$ cat src/rtl/lbft_pkg.sv
// ----------------------------------------------------------------------------
// lbft_pkg: shared codes and types
// Operation codes, result status codes and the controller command bundle of
// the LRU buffer frame table.
// ----------------------------------------------------------------------------
`default_nettype none

package lbft_pkg;

    localparam logic [1:0] OP_LOOKUP = 2'd0;
    localparam logic [1:0] OP_INSERT = 2'd1;
    localparam logic [1:0] OP_EVICT  = 2'd2;
    localparam logic [1:0] OP_SETPIN = 2'd3;

    localparam logic [1:0] ST_OK   = 2'd0;
    localparam logic [1:0] ST_MISS = 2'd1;
    localparam logic [1:0] ST_FULL = 2'd2;
    localparam logic [1:0] ST_DUP  = 2'd3;

    typedef struct packed {
        logic start;
        logic scan_rd;
        logic sweep_rd;
        logic decide;
        logic commit;
    } cmd_t;

    typedef struct packed {
        logic sweep;
    } sts_t;

endpackage

`default_nettype wire

$ cat src/rtl/lbft_ctrl.sv
// ----------------------------------------------------------------------------
// lbft_ctrl: operation sequencer
// Steps each beat through a scan of all entries, a decision, an optional
// recency sweep and a commit that loads the result register.
// ----------------------------------------------------------------------------
`default_nettype none

module lbft_ctrl
    import lbft_pkg::*;
#(
    parameter int ENTRIES = 16
)
(
    input  wire logic                         clk,
    input  wire logic                         rst_n,
    input  wire logic                         in_valid,
    output logic                              in_ready,
    input  wire logic                         out_ready,
    output logic                              out_valid,
    input  wire sts_t                         sts,
    output cmd_t                              cmd,
    output logic [$clog2(ENTRIES)-1:0]        addr
);

    localparam int IW = $clog2(ENTRIES);

    localparam logic [2:0] S_IDLE      = 3'd0;
    localparam logic [2:0] S_SCAN      = 3'd1;
    localparam logic [2:0] S_SCAN_END  = 3'd2;
    localparam logic [2:0] S_DECIDE    = 3'd3;
    localparam logic [2:0] S_SWEEP     = 3'd4;
    localparam logic [2:0] S_SWEEP_END = 3'd5;
    localparam logic [2:0] S_COMMIT    = 3'd6;

    logic [2:0]    state_reg, state_next;
    logic [IW-1:0] count_reg, count_next;
    logic          out_valid_reg, out_valid_next;
    logic          last;

    assign last      = (count_reg == IW'(ENTRIES - 1));
    assign in_ready  = (state_reg == S_IDLE);
    assign out_valid = out_valid_reg;
    assign addr      = count_reg;

    always_comb
    begin
        state_next = state_reg;
        count_next = count_reg;
        cmd        = '0;
        case (state_reg)
            S_IDLE:
            begin
                if (in_valid)
                begin
                    cmd.start  = 1'b1;
                    count_next = '0;
                    state_next = S_SCAN;
                end
            end
            S_SCAN:
            begin
                cmd.scan_rd = 1'b1;
                if (last)
                    state_next = S_SCAN_END;
                else
                    count_next = count_reg + IW'(1);
            end
            S_SCAN_END:
            begin
                state_next = S_DECIDE;
            end
            S_DECIDE:
            begin
                cmd.decide = 1'b1;
                count_next = '0;
                state_next = sts.sweep ? S_SWEEP : S_COMMIT;
            end
            S_SWEEP:
            begin
                cmd.sweep_rd = 1'b1;
                if (last)
                    state_next = S_SWEEP_END;
                else
                    count_next = count_reg + IW'(1);
            end
            S_SWEEP_END:
            begin
                state_next = S_COMMIT;
            end
            S_COMMIT:
            begin
                if (!out_valid_reg || out_ready)
                begin
                    cmd.commit = 1'b1;
                    state_next = S_IDLE;
                end
            end
            default:
            begin
                state_next = S_IDLE;
            end
        endcase
    end

    always_comb
    begin
        out_valid_next = out_valid_reg;
        if (cmd.commit)
            out_valid_next = 1'b1;
        else if (out_ready)
            out_valid_next = 1'b0;
    end

    always_ff @(posedge clk or negedge rst_n)
    begin
        if (!rst_n)
        begin
            state_reg     <= S_IDLE;
            count_reg     <= '0;
            out_valid_reg <= 1'b0;
        end
        else
        begin
            state_reg     <= state_next;
            count_reg     <= count_next;
            out_valid_reg <= out_valid_next;
        end
    end

endmodule

`default_nettype wire

$ cat src/rtl/lbft_dp.sv
// ----------------------------------------------------------------------------
// lbft_dp: entry store, free frame stack and result register
// Holds the entries in a single-port-write memory, evaluates one entry a
// cycle during scan and sweep, and applies the operation on commit.
// ----------------------------------------------------------------------------
`default_nettype none

module lbft_dp
    import lbft_pkg::*;
#(
    parameter int ENTRIES = 16
)
(
    input  wire logic                         clk,
    input  wire logic                         rst_n,
    input  wire cmd_t                         cmd,
    input  wire logic [$clog2(ENTRIES)-1:0]   addr,
    output sts_t                              sts,
    input  wire logic [4:0]                   cache_size,
    input  wire logic [1:0]                   op,
    input  wire logic [7:0]                   table_id,
    input  wire logic [23:0]                  page_index,
    input  wire logic                         pinned,
    output logic [1:0]                        status,
    output logic [3:0]                        frame,
    output logic [7:0]                        evicted_table,
    output logic [23:0]                       evicted_page,
    output logic [4:0]                        fill_count,
    output logic                              full_res
);

    localparam int IW = $clog2(ENTRIES);
    localparam int CW = $clog2(ENTRIES + 1);
    localparam int WW = (CW > 5) ? CW : 5;

    typedef struct packed {
        logic [7:0]    tab;
        logic [23:0]   page;
        logic          pin;
        logic [IW-1:0] frm;
        logic [IW-1:0] rank;
    } entry_t;

    entry_t        entry_mem [ENTRIES];
    entry_t        rd_reg;
    logic [IW-1:0] free_mem [ENTRIES];
    logic [IW-1:0] free_rd_reg;

    logic [ENTRIES-1:0] valid_reg;
    logic [ENTRIES-1:0] free_wr_reg;
    logic [CW-1:0]      free_top_reg;
    logic [CW-1:0]      used_reg;
    logic               eval_scan_reg;
    logic               eval_sweep_reg;
    logic [IW-1:0]      eval_addr_reg;

    logic [1:0]    op_reg;
    logic [7:0]    tid_reg;
    logic [23:0]   pg_reg;
    logic          pin_reg;
    logic          hit_found_reg, slot_found_reg, vic_found_reg;
    logic [IW-1:0] hit_idx_reg, slot_idx_reg, vic_idx_reg;
    entry_t        hit_reg, vic_reg;
    logic          ok_reg;
    logic [1:0]    st_reg;
    logic [IW-1:0] ref_rank_reg;

    logic [1:0]    status_reg;
    logic [3:0]    frame_reg;
    logic [7:0]    etab_reg;
    logic [23:0]   epg_reg;
    logic [4:0]    fill_reg;
    logic          full_reg;

    logic [WW-1:0] cap;
    logic          full_now;
    logic [1:0]    st_now;
    logic [IW-1:0] top_m1;
    logic [IW-1:0] pop_frame;
    entry_t        sweep_word;
    logic          mem_we;
    logic [IW-1:0] mem_wa;
    entry_t        mem_wd;
    logic          do_insert, do_evict, do_setpin;
    logic [CW-1:0] used_after;
    logic [3:0]    frame_res;

    assign cap = (WW'(cache_size) < WW'(ENTRIES)) ? WW'(cache_size) : WW'(ENTRIES);
    assign full_now = (WW'(used_reg) >= cap) || (free_top_reg == '0);
    assign top_m1 = IW'(free_top_reg - CW'(1));
    assign pop_frame = free_wr_reg[top_m1] ? free_rd_reg : top_m1;

    always_comb
    begin
        case (op_reg)
            OP_LOOKUP: st_now = hit_found_reg ? ST_OK : ST_MISS;
            OP_INSERT:
            begin
                if (hit_found_reg)
                    st_now = ST_DUP;
                else if (full_now || !slot_found_reg)
                    st_now = ST_FULL;
                else
                    st_now = ST_OK;
            end
            OP_EVICT:  st_now = vic_found_reg ? ST_OK : ST_MISS;
            default:   st_now = hit_found_reg ? ST_OK : ST_MISS;
        endcase
    end

    assign sts.sweep = (st_now == ST_OK) && (op_reg != OP_SETPIN);

    always_comb
    begin
        sweep_word = rd_reg;
        case (op_reg)
            OP_LOOKUP:
            begin
                if (eval_addr_reg == hit_idx_reg)
                    sweep_word.rank = '0;
                else if (rd_reg.rank < ref_rank_reg)
                    sweep_word.rank = rd_reg.rank + IW'(1);
            end
            OP_INSERT:
            begin
                sweep_word.rank = rd_reg.rank + IW'(1);
            end
            OP_EVICT:
            begin
                if (rd_reg.rank > ref_rank_reg)
                    sweep_word.rank = rd_reg.rank - IW'(1);
            end
            default:
            begin
                sweep_word = rd_reg;
            end
        endcase
    end

    assign do_insert = cmd.commit && ok_reg && (op_reg == OP_INSERT);
    assign do_evict  = cmd.commit && ok_reg && (op_reg == OP_EVICT);
    assign do_setpin = cmd.commit && ok_reg && (op_reg == OP_SETPIN);

    always_comb
    begin
        mem_we = 1'b0;
        mem_wa = eval_addr_reg;
        mem_wd = sweep_word;
        if (eval_sweep_reg && valid_reg[eval_addr_reg])
            mem_we = 1'b1;
        else if (do_insert)
        begin
            mem_we = 1'b1;
            mem_wa = slot_idx_reg;
            mem_wd = '{tab: tid_reg, page: pg_reg, pin: pin_reg, frm: pop_frame, rank: '0};
        end
        else if (do_setpin)
        begin
            mem_we     = 1'b1;
            mem_wa     = hit_idx_reg;
            mem_wd     = hit_reg;
            mem_wd.pin = pin_reg;
        end
    end

    always_comb
    begin
        used_after = used_reg;
        if (do_insert)
            used_after = used_reg + CW'(1);
        else if (do_evict && used_reg != '0)
            used_after = used_reg - CW'(1);
    end

    always_comb
    begin
        frame_res = '0;
        if (ok_reg)
        begin
            case (op_reg)
                OP_INSERT: frame_res = 4'(pop_frame);
                OP_EVICT:  frame_res = 4'(vic_reg.frm);
                default:   frame_res = 4'(hit_reg.frm);
            endcase
        end
    end

    always_ff @(posedge clk)
    begin
        if (mem_we)
            entry_mem[mem_wa] <= mem_wd;
        rd_reg <= entry_mem[addr];
    end

    always_ff @(posedge clk)
    begin
        if (do_evict && free_top_reg < CW'(ENTRIES))
            free_mem[free_top_reg[IW-1:0]] <= vic_reg.frm;
        free_rd_reg <= free_mem[top_m1];
    end

    always_ff @(posedge clk or negedge rst_n)
    begin
        if (!rst_n)
        begin
            valid_reg      <= '0;
            free_wr_reg    <= '0;
            free_top_reg   <= CW'(ENTRIES);
            used_reg       <= '0;
            eval_scan_reg  <= 1'b0;
            eval_sweep_reg <= 1'b0;
        end
        else
        begin
            eval_scan_reg  <= cmd.scan_rd;
            eval_sweep_reg <= cmd.sweep_rd;
            if (do_evict)
                valid_reg[vic_idx_reg] <= 1'b0;
            if (do_insert)
            begin
                valid_reg[slot_idx_reg] <= 1'b1;
                free_top_reg <= free_top_reg - CW'(1);
            end
            if (do_evict && free_top_reg < CW'(ENTRIES))
            begin
                free_wr_reg[free_top_reg[IW-1:0]] <= 1'b1;
                free_top_reg <= free_top_reg + CW'(1);
            end
            used_reg <= used_after;
        end
    end

    always_ff @(posedge clk)
    begin
        eval_addr_reg <= addr;
        if (cmd.start)
        begin
            op_reg         <= op;
            tid_reg        <= table_id;
            pg_reg         <= page_index;
            pin_reg        <= pinned;
            hit_found_reg  <= 1'b0;
            slot_found_reg <= 1'b0;
            vic_found_reg  <= 1'b0;
        end
        if (eval_scan_reg)
        begin
            if (valid_reg[eval_addr_reg] && !hit_found_reg && rd_reg.tab == tid_reg
                && rd_reg.page == pg_reg)
            begin
                hit_found_reg <= 1'b1;
                hit_idx_reg   <= eval_addr_reg;
                hit_reg       <= rd_reg;
            end
            if (!valid_reg[eval_addr_reg] && !slot_found_reg)
            begin
                slot_found_reg <= 1'b1;
                slot_idx_reg   <= eval_addr_reg;
            end
            if (valid_reg[eval_addr_reg] && !rd_reg.pin
                && (!vic_found_reg || rd_reg.rank > vic_reg.rank))
            begin
                vic_found_reg <= 1'b1;
                vic_idx_reg   <= eval_addr_reg;
                vic_reg       <= rd_reg;
            end
        end
        if (cmd.decide)
        begin
            ok_reg       <= (st_now == ST_OK);
            st_reg       <= st_now;
            ref_rank_reg <= (op_reg == OP_EVICT) ? vic_reg.rank : hit_reg.rank;
        end
        if (cmd.commit)
        begin
            status_reg <= st_reg;
            frame_reg  <= frame_res;
            etab_reg   <= (ok_reg && op_reg == OP_EVICT) ? vic_reg.tab : '0;
            epg_reg    <= (ok_reg && op_reg == OP_EVICT) ? vic_reg.page : '0;
            fill_reg   <= 5'(used_after);
            full_reg   <= (WW'(used_after) >= cap);
        end
    end

    assign status        = status_reg;
    assign frame         = frame_reg;
    assign evicted_table = etab_reg;
    assign evicted_page  = epg_reg;
    assign fill_count    = fill_reg;
    assign full_res      = full_reg;

    a_frames_conserved: assert property (@(posedge clk) disable iff (!rst_n)
        (CW+1)'(free_top_reg) + (CW+1)'(used_reg) == (CW+1)'(ENTRIES))
        else $error("free frames and used entries do not add up");

    a_fill_matches_valid: assert property (@(posedge clk) disable iff (!rst_n)
        $countones(valid_reg) == int'(used_reg))
        else $error("fill count disagrees with valid entries");

    a_insert_sets_valid: assert property (@(posedge clk) disable iff (!rst_n)
        do_insert |=> valid_reg[$past(slot_idx_reg)])
        else $error("inserted slot not marked valid");

endmodule

`default_nettype wire

$ cat src/rtl/lru_buffer_frame_table.sv
// ----------------------------------------------------------------------------
// lru_buffer_frame_table: LRU buffer frame table with pinned entries
// Each beat runs from acceptance to result through one pass over the entry
// memory to find the key, a free slot and the least recent unpinned entry, a
// decision step, a second pass that rewrites recency ranks (skipped for set-pin
// and failed beats), and a commit step. The entry memory has one read and one
// write port, which sets one entry per cycle. A new beat is taken as soon as
// the previous one has been committed to the result register, even while that
// result waits. No clearing pass follows reset.
// ----------------------------------------------------------------------------
`default_nettype none

module lru_buffer_frame_table
    import lbft_pkg::*;
#(
    parameter int ENTRIES = 16
)
(
    input  wire logic        clk,
    input  wire logic        rst_n,
    input  wire logic        cfg_valid,
    output logic             cfg_ready,
    input  wire logic [4:0]  cfg_data,
    input  wire logic        in_valid,
    output logic             in_ready,
    input  wire logic [1:0]  op,
    input  wire logic [7:0]  table_id,
    input  wire logic [23:0] page_index,
    input  wire logic        pinned,
    output logic             out_valid,
    input  wire logic        out_ready,
    output logic [1:0]       status,
    output logic [3:0]       frame,
    output logic [7:0]       evicted_table,
    output logic [23:0]      evicted_page,
    output logic [4:0]       fill_count,
    output logic             full_res
);

    cmd_t                       cmd;
    sts_t                       sts;
    logic [$clog2(ENTRIES)-1:0] addr;
    logic [4:0]                 cache_size_reg;

    assign cfg_ready = 1'b1;

    always_ff @(posedge clk or negedge rst_n)
    begin
        if (!rst_n)
            cache_size_reg <= 5'd16;
        else if (cfg_valid && cfg_ready)
            cache_size_reg <= cfg_data;
    end

    lbft_ctrl #(.ENTRIES(ENTRIES)) u_ctrl (
        .clk       (clk),
        .rst_n     (rst_n),
        .in_valid  (in_valid),
        .in_ready  (in_ready),
        .out_ready (out_ready),
        .out_valid (out_valid),
        .sts       (sts),
        .cmd       (cmd),
        .addr      (addr)
    );

    lbft_dp #(.ENTRIES(ENTRIES)) u_dp (
        .clk           (clk),
        .rst_n         (rst_n),
        .cmd           (cmd),
        .addr          (addr),
        .sts           (sts),
        .cache_size    (cache_size_reg),
        .op            (op),
        .table_id      (table_id),
        .page_index    (page_index),
        .pinned        (pinned),
        .status        (status),
        .frame         (frame),
        .evicted_table (evicted_table),
        .evicted_page  (evicted_page),
        .fill_count    (fill_count),
        .full_res      (full_res)
    );

endmodule

`default_nettype wire

$ cat config.mk
export PLATFORM = sky130hd
export DESIGN_NAME = lru_buffer_frame_table
export DESIGN_NICKNAME = d
export VERILOG_FILES = /design/src/rtl/lbft_pkg.sv /design/src/rtl/lbft_ctrl.sv /design/src/rtl/lbft_dp.sv /design/src/rtl/lru_buffer_frame_table.sv
export SDC_FILE = /design/constraint.sdc
export NUM_CORES = 1
export LEC_CHECK = 0
export BUFFER_PORTS_ARGS = -buffer_cell sky130_fd_sc_hd__buf_2
export CAP_MARGIN = 20
export CORE_AREA = 2 2 323 325
export DETAILED_ROUTE_END_ITERATION = 16
export DIE_AREA = 0 0 325 327
export SLEW_MARGIN = 10
export SYNTH_ARGS = -nofsm -noshare
export SYNTH_HDL_FRONTEND = slang
export SYNTH_SLANG_ARGS = --single-unit
$ cat constraint.sdc
create_clock -name clk -period 13.06 [get_ports clk]
set_input_delay 3.265 -clock clk [delete_from_list [all_inputs] [get_ports clk]]
set_output_delay 3.265 -clock clk [all_outputs]
set_load 0.03 [all_outputs]
==> flow_summary.yaml <==
placed_design:
  placed_area_sq_mm: 0.0412
  io_buffer_count: 90
  place.detailed.hpwl_microns: 49800
  total_instance_count_after_detailed_placement: 3355
  placer_congestion_estimate: 0.787
  pre_cts_ws_ns: 6.24
setup_path:
  worstSetupStartpointType: "input port"
  reg2reg_depth: 8
  worstSetupPathType: "in2reg"
  cp.arrival_ns: 6.47
  reg2reg_from: "u_dp.eval_addr_reg[0]"
  ff2ff_setup_slack_ns: 8.46
  timing.critical_path.required_ns: 13.34
  worstReg2RegEnd: "u_dp.entry_mem[6][4]"
  worst_setup_path_startpoint: "out_ready"
  critical_path.max_fanout: 43
  cp-end-kind: "flop"
  setup.worst_path.end: "u_dp.entry_mem[6][4]"
clock_tree:
  clk_transition_reported_paths_ns: 0.07
  number_of_gates_given_a_new_drive_strength_after_cts: 0
  post_cts_hold_buffer_count: 0
  post-cts-setup-buffer-count: 0
  tritoncts.num_buffers: 99
  cts_htree_levels: 3
  clock_tree_from_tritoncts: "yes"
  clock_path_buffers: 3
  clkLatencyLatePin_ns: 0.68
  cts_root_buffer: "sky130_fd_sc_hd__clkbuf_16"
  clock_sinks: 1007
synth:
  number_of_enable_flip_flop_cells_after_synthesis: 898
  sequential_element_share_of_the_synthesized_area: 0.757
  netlist_instances: 1930
  synth_cell_types: 68
  ys_seq_elements: 1007
  synthesis.nets: 2007
  synth_top_flop_cell: "sky130_fd_sc_hd__edfxtp_1"
  async_flop_share: 0.0566
  synth_cell_area_sq_mm: 0.0389
  synth_area_per_cell_sq_um: 20.1
  yosys_warnings: 0
run:
  maxCapViolations: 0
global_routing:
  antenna_found_initial: 5
  global_route_usage_over_all_layers: 0.173
  wire_length_of_the_first_global_routing_pass_microns: 135000
  globalRouteOverflowTotal: 0
  grt_max_degree: 98
  first_global_vias: 19811
die:
  dieArea_sq_mm: 0.106
  core_sq_mm: 0.103
  chipHeight_microns: 327
  starting_density: 0.378
  die_span_x_microns: 325
  floorplan.rows: 118
  num_io_pins: 92
sta:
  final_critical_path_setup_slack_ns: 6.87
  worst_hold_slack_ns: 0.437
  final_max_tran_viols: 0
  tns_ns: 0
  setup_repair_after_global_routing_missed_its_margin: "no"
  setup-violations-final: 0
  fmax_mhz: 162
  period_share: 0.474
  period_minus_slack_ns: 6.19
  least_margin_pin_slew_ns: 1.11
  final_hold_viol_count: 0
  final.setup_skew_ns: 0.0340
  timing.slew.headroom: 0.263
power_and_ir_drop:
  power.sequential.fraction: 0.470
  p_int_mw: 6.63
  p_sw_mw: 2.67
  comb_power_share: 0.226
  cellPowerDensity_mw_per_mm2: 209
  net_sw_frac: 0.287
  max-vdd-ir-drop_v: 0.000120
  clock_power_share: 0.304
  p_leak_nw: 14.6
route:
  drt_wl_total_microns: 92800
  initialDrtViolationCount: 2309
  vias_per_cell: 5.46
  avgRoutedWirePerCell_microns: 26.1
  number_of_vias_after_detailed_routing: 19441
  drt_drc_violations_left: 0
  detailedRoute.firstPassIterationCount: 5
  route.antenna.remaining_nets: 0
layout:
  layout-drive-gt1-share: 0.274
  layout.filler_cells: 8825
  instances_no_fill: 3560
  largest_register_ffs: 656
  postLayoutCellArea_sq_mm: 0.0445
  n_antenna_cell: 0
  nNetsFinal: 2171
  area_growth_syn_to_layout_pct: 14.6
min_path:
  hold_path_class: "reg2reg"
outcome:
  outcome: "finished clean"
## layout by cell type (no fill, tap or decap), types with 16 or more instances in the layout
cell	netlist	final
sky130_fd_sc_hd__mux4_2	233	233
sky130_fd_sc_hd__or2_2	16	16
sky130_fd_sc_hd__nor2_4	0	16
sky130_fd_sc_hd__o22ai_1	39	39
sky130_fd_sc_hd__and2_1	21	19
sky130_fd_sc_hd__buf_4	2	58
sky130_fd_sc_hd__ha_1	32	31
sky130_fd_sc_hd__inv_1	33	32
sky130_fd_sc_hd__nand2_1	49	48
sky130_fd_sc_hd__a21oi_1	45	44
sky130_fd_sc_hd__o21ai_0	58	58
sky130_fd_sc_hd__dfxtp_1	52	52
sky130_fd_sc_hd__nor2_1	76	60
sky130_fd_sc_hd__edfxtp_1	898	898
sky130_fd_sc_hd__buf_2	15	90
sky130_fd_sc_hd__clkbuf_1	55	27
sky130_fd_sc_hd__clkbuf_16	0	100
sky130_fd_sc_hd__clkinv_2	0	23
sky130_fd_sc_hd__xor2_1	35	35
sky130_fd_sc_hd__dfrtp_1	55	51
sky130_fd_sc_hd__and3_1	38	38
## power by group through the flow
stage	Sequential (mW)	Clock, mW	Combinational [mW]
after floorplan	4.27	0	1.55
after global placement	4.44	0	2.01
after detailed placement	4.45	0	2.07
after CTS	4.38	2.88	2.08
after global routing	4.40	3.01	2.27
final	4.38	2.83	2.10
## per-layer routing
layer  routed length (microns)  vias to the layer above  global-route usage
met5                         0                        -                   0
met4                      2270                        0              0.0507
met3                      7130                      161              0.0321
met2                     43200                      826               0.270
met1                     40200                    10250               0.250
li1                          -                     8204                   -
## synthesized netlist by cell type (5+ instances only)
library cell | count | share of area
sky130_fd_sc_hd__buf_1 | 14 | 0.0014
sky130_fd_sc_hd__xnor2_1 | 11 | 0.0025
sky130_fd_sc_hd__nor2b_1 | 9 | 0.0014
sky130_fd_sc_hd__and2_1 | 21 | 0.0034
sky130_fd_sc_hd__ha_1 | 32 | 0.010
sky130_fd_sc_hd__nor3b_1 | 5 | 0.00097
sky130_fd_sc_hd__dfxtp_1 | 52 | 0.027
sky130_fd_sc_hd__edfxtp_1 | 898 | 0.69
sky130_fd_sc_hd__nor2_1 | 76 | 0.0073
sky130_fd_sc_hd__mux4_2 | 233 | 0.14
sky130_fd_sc_hd__nor3_1 | 9 | 0.0012
sky130_fd_sc_hd__xor2_1 | 35 | 0.0079
sky130_fd_sc_hd__dfrtp_1 | 55 | 0.035
sky130_fd_sc_hd__inv_1 | 33 | 0.0032
sky130_fd_sc_hd__o22ai_1 | 39 | 0.0063
sky130_fd_sc_hd__nand4_1 | 6 | 0.00097
sky130_fd_sc_hd__clkbuf_1 | 55 | 0.0053
sky130_fd_sc_hd__a21oi_1 | 45 | 0.0058
sky130_fd_sc_hd__nand2b_1 | 12 | 0.0019
sky130_fd_sc_hd__mux2_2 | 14 | 0.0041
sky130_fd_sc_hd__nand2_1 | 49 | 0.0047
sky130_fd_sc_hd__or2_2 | 16 | 0.0026
sky130_fd_sc_hd__a21o_1 | 10 | 0.0019
sky130_fd_sc_hd__o21ai_0 | 58 | 0.0075
sky130_fd_sc_hd__buf_2 | 15 | 0.0019
sky130_fd_sc_hd__and3_1 | 38 | 0.0061
sky130_fd_sc_hd__nor4_1 | 6 | 0.00097
sky130_fd_sc_hd__mux2i_1 | 8 | 0.0021
sky130_fd_sc_hd__nand3_1 | 9 | 0.0012
## cell families (layout without fill, tap and decap cells)
| kind of cell | count (synthesis) | count (layout) | share of synthesized area |
|---|---|---|---|
| other | 1 | 1 | 0.0000965 |
| flip-flops | 1007 | 1007 | 0.757 |
| AO/OA/AOI/OAI | 198 | 198 | 0.0323 |
| XOR/XNOR | 47 | 47 | 0.0108 |
| AND/OR/NAND/NOR | 270 | 270 | 0.0355 |
| adder cells (fa/ha/maj) | 32 | 32 | 0.0103 |
| multiplexers | 255 | 255 | 0.141 |
| buffers and inverters | 120 | 370 | 0.0125 |
## area by class of cell
| type | count | area [sq um] | area share |
|---|---|---|---|
| inverters | 33 | 124 | 0.00278 |
| well taps | 1380 | 1730 | 0.0388 |
| repair buffers | 150 | 913 | 0.0205 |
| clock inverters | 55 | 559 | 0.0126 |
| multi-input cells | 803 | 9080 | 0.204 |
| flip-flops and latches | 1007 | 29400 | 0.661 |
| clock buffers | 132 | 2670 | 0.0600 |
## metrics by stage
stage / utilization / power [mW]
after floorplan: - / 5.82
after global placement: 0.400 / 6.45
after detailed placement: 0.400 / 6.52
after CTS: 0.431 / 9.34
after global routing: 0.433 / 9.68
final: 0.433 / 9.30
## how the worst min path moves through the flow
stage                     slack (ns)      startpoint  cells after the start                     to
after floorplan                 0.35  u_ctrl.addr[2]                      0  u_dp.eval_addr_reg[2]
after global placement          0.42  u_dp.st_reg[1]                      0         u_dp.status[1]
after detailed placement        0.42  u_dp.st_reg[1]                      0         u_dp.status[1]
after CTS                       0.44  u_dp.st_reg[1]                      0         u_dp.status[1]
after global routing            0.44  u_dp.st_reg[1]                      0         u_dp.status[1]
final                           0.44  u_dp.st_reg[1]                      0         u_dp.status[1]
## worst max-delay path: stages
cell                       delay [ns]
sky130_fd_sc_hd__buf_2           0.08
sky130_fd_sc_hd__nand2b_1        0.28
sky130_fd_sc_hd__nand4_1         0.29
sky130_fd_sc_hd__a221oi_4        0.28
sky130_fd_sc_hd__buf_4           0.71
sky130_fd_sc_hd__o22a_1          0.26
sky130_fd_sc_hd__nand2_1         0.24
sky130_fd_sc_hd__nor2_4          0.38
sky130_fd_sc_hd__buf_4           0.66
Power figures use the tool's default switching activity.
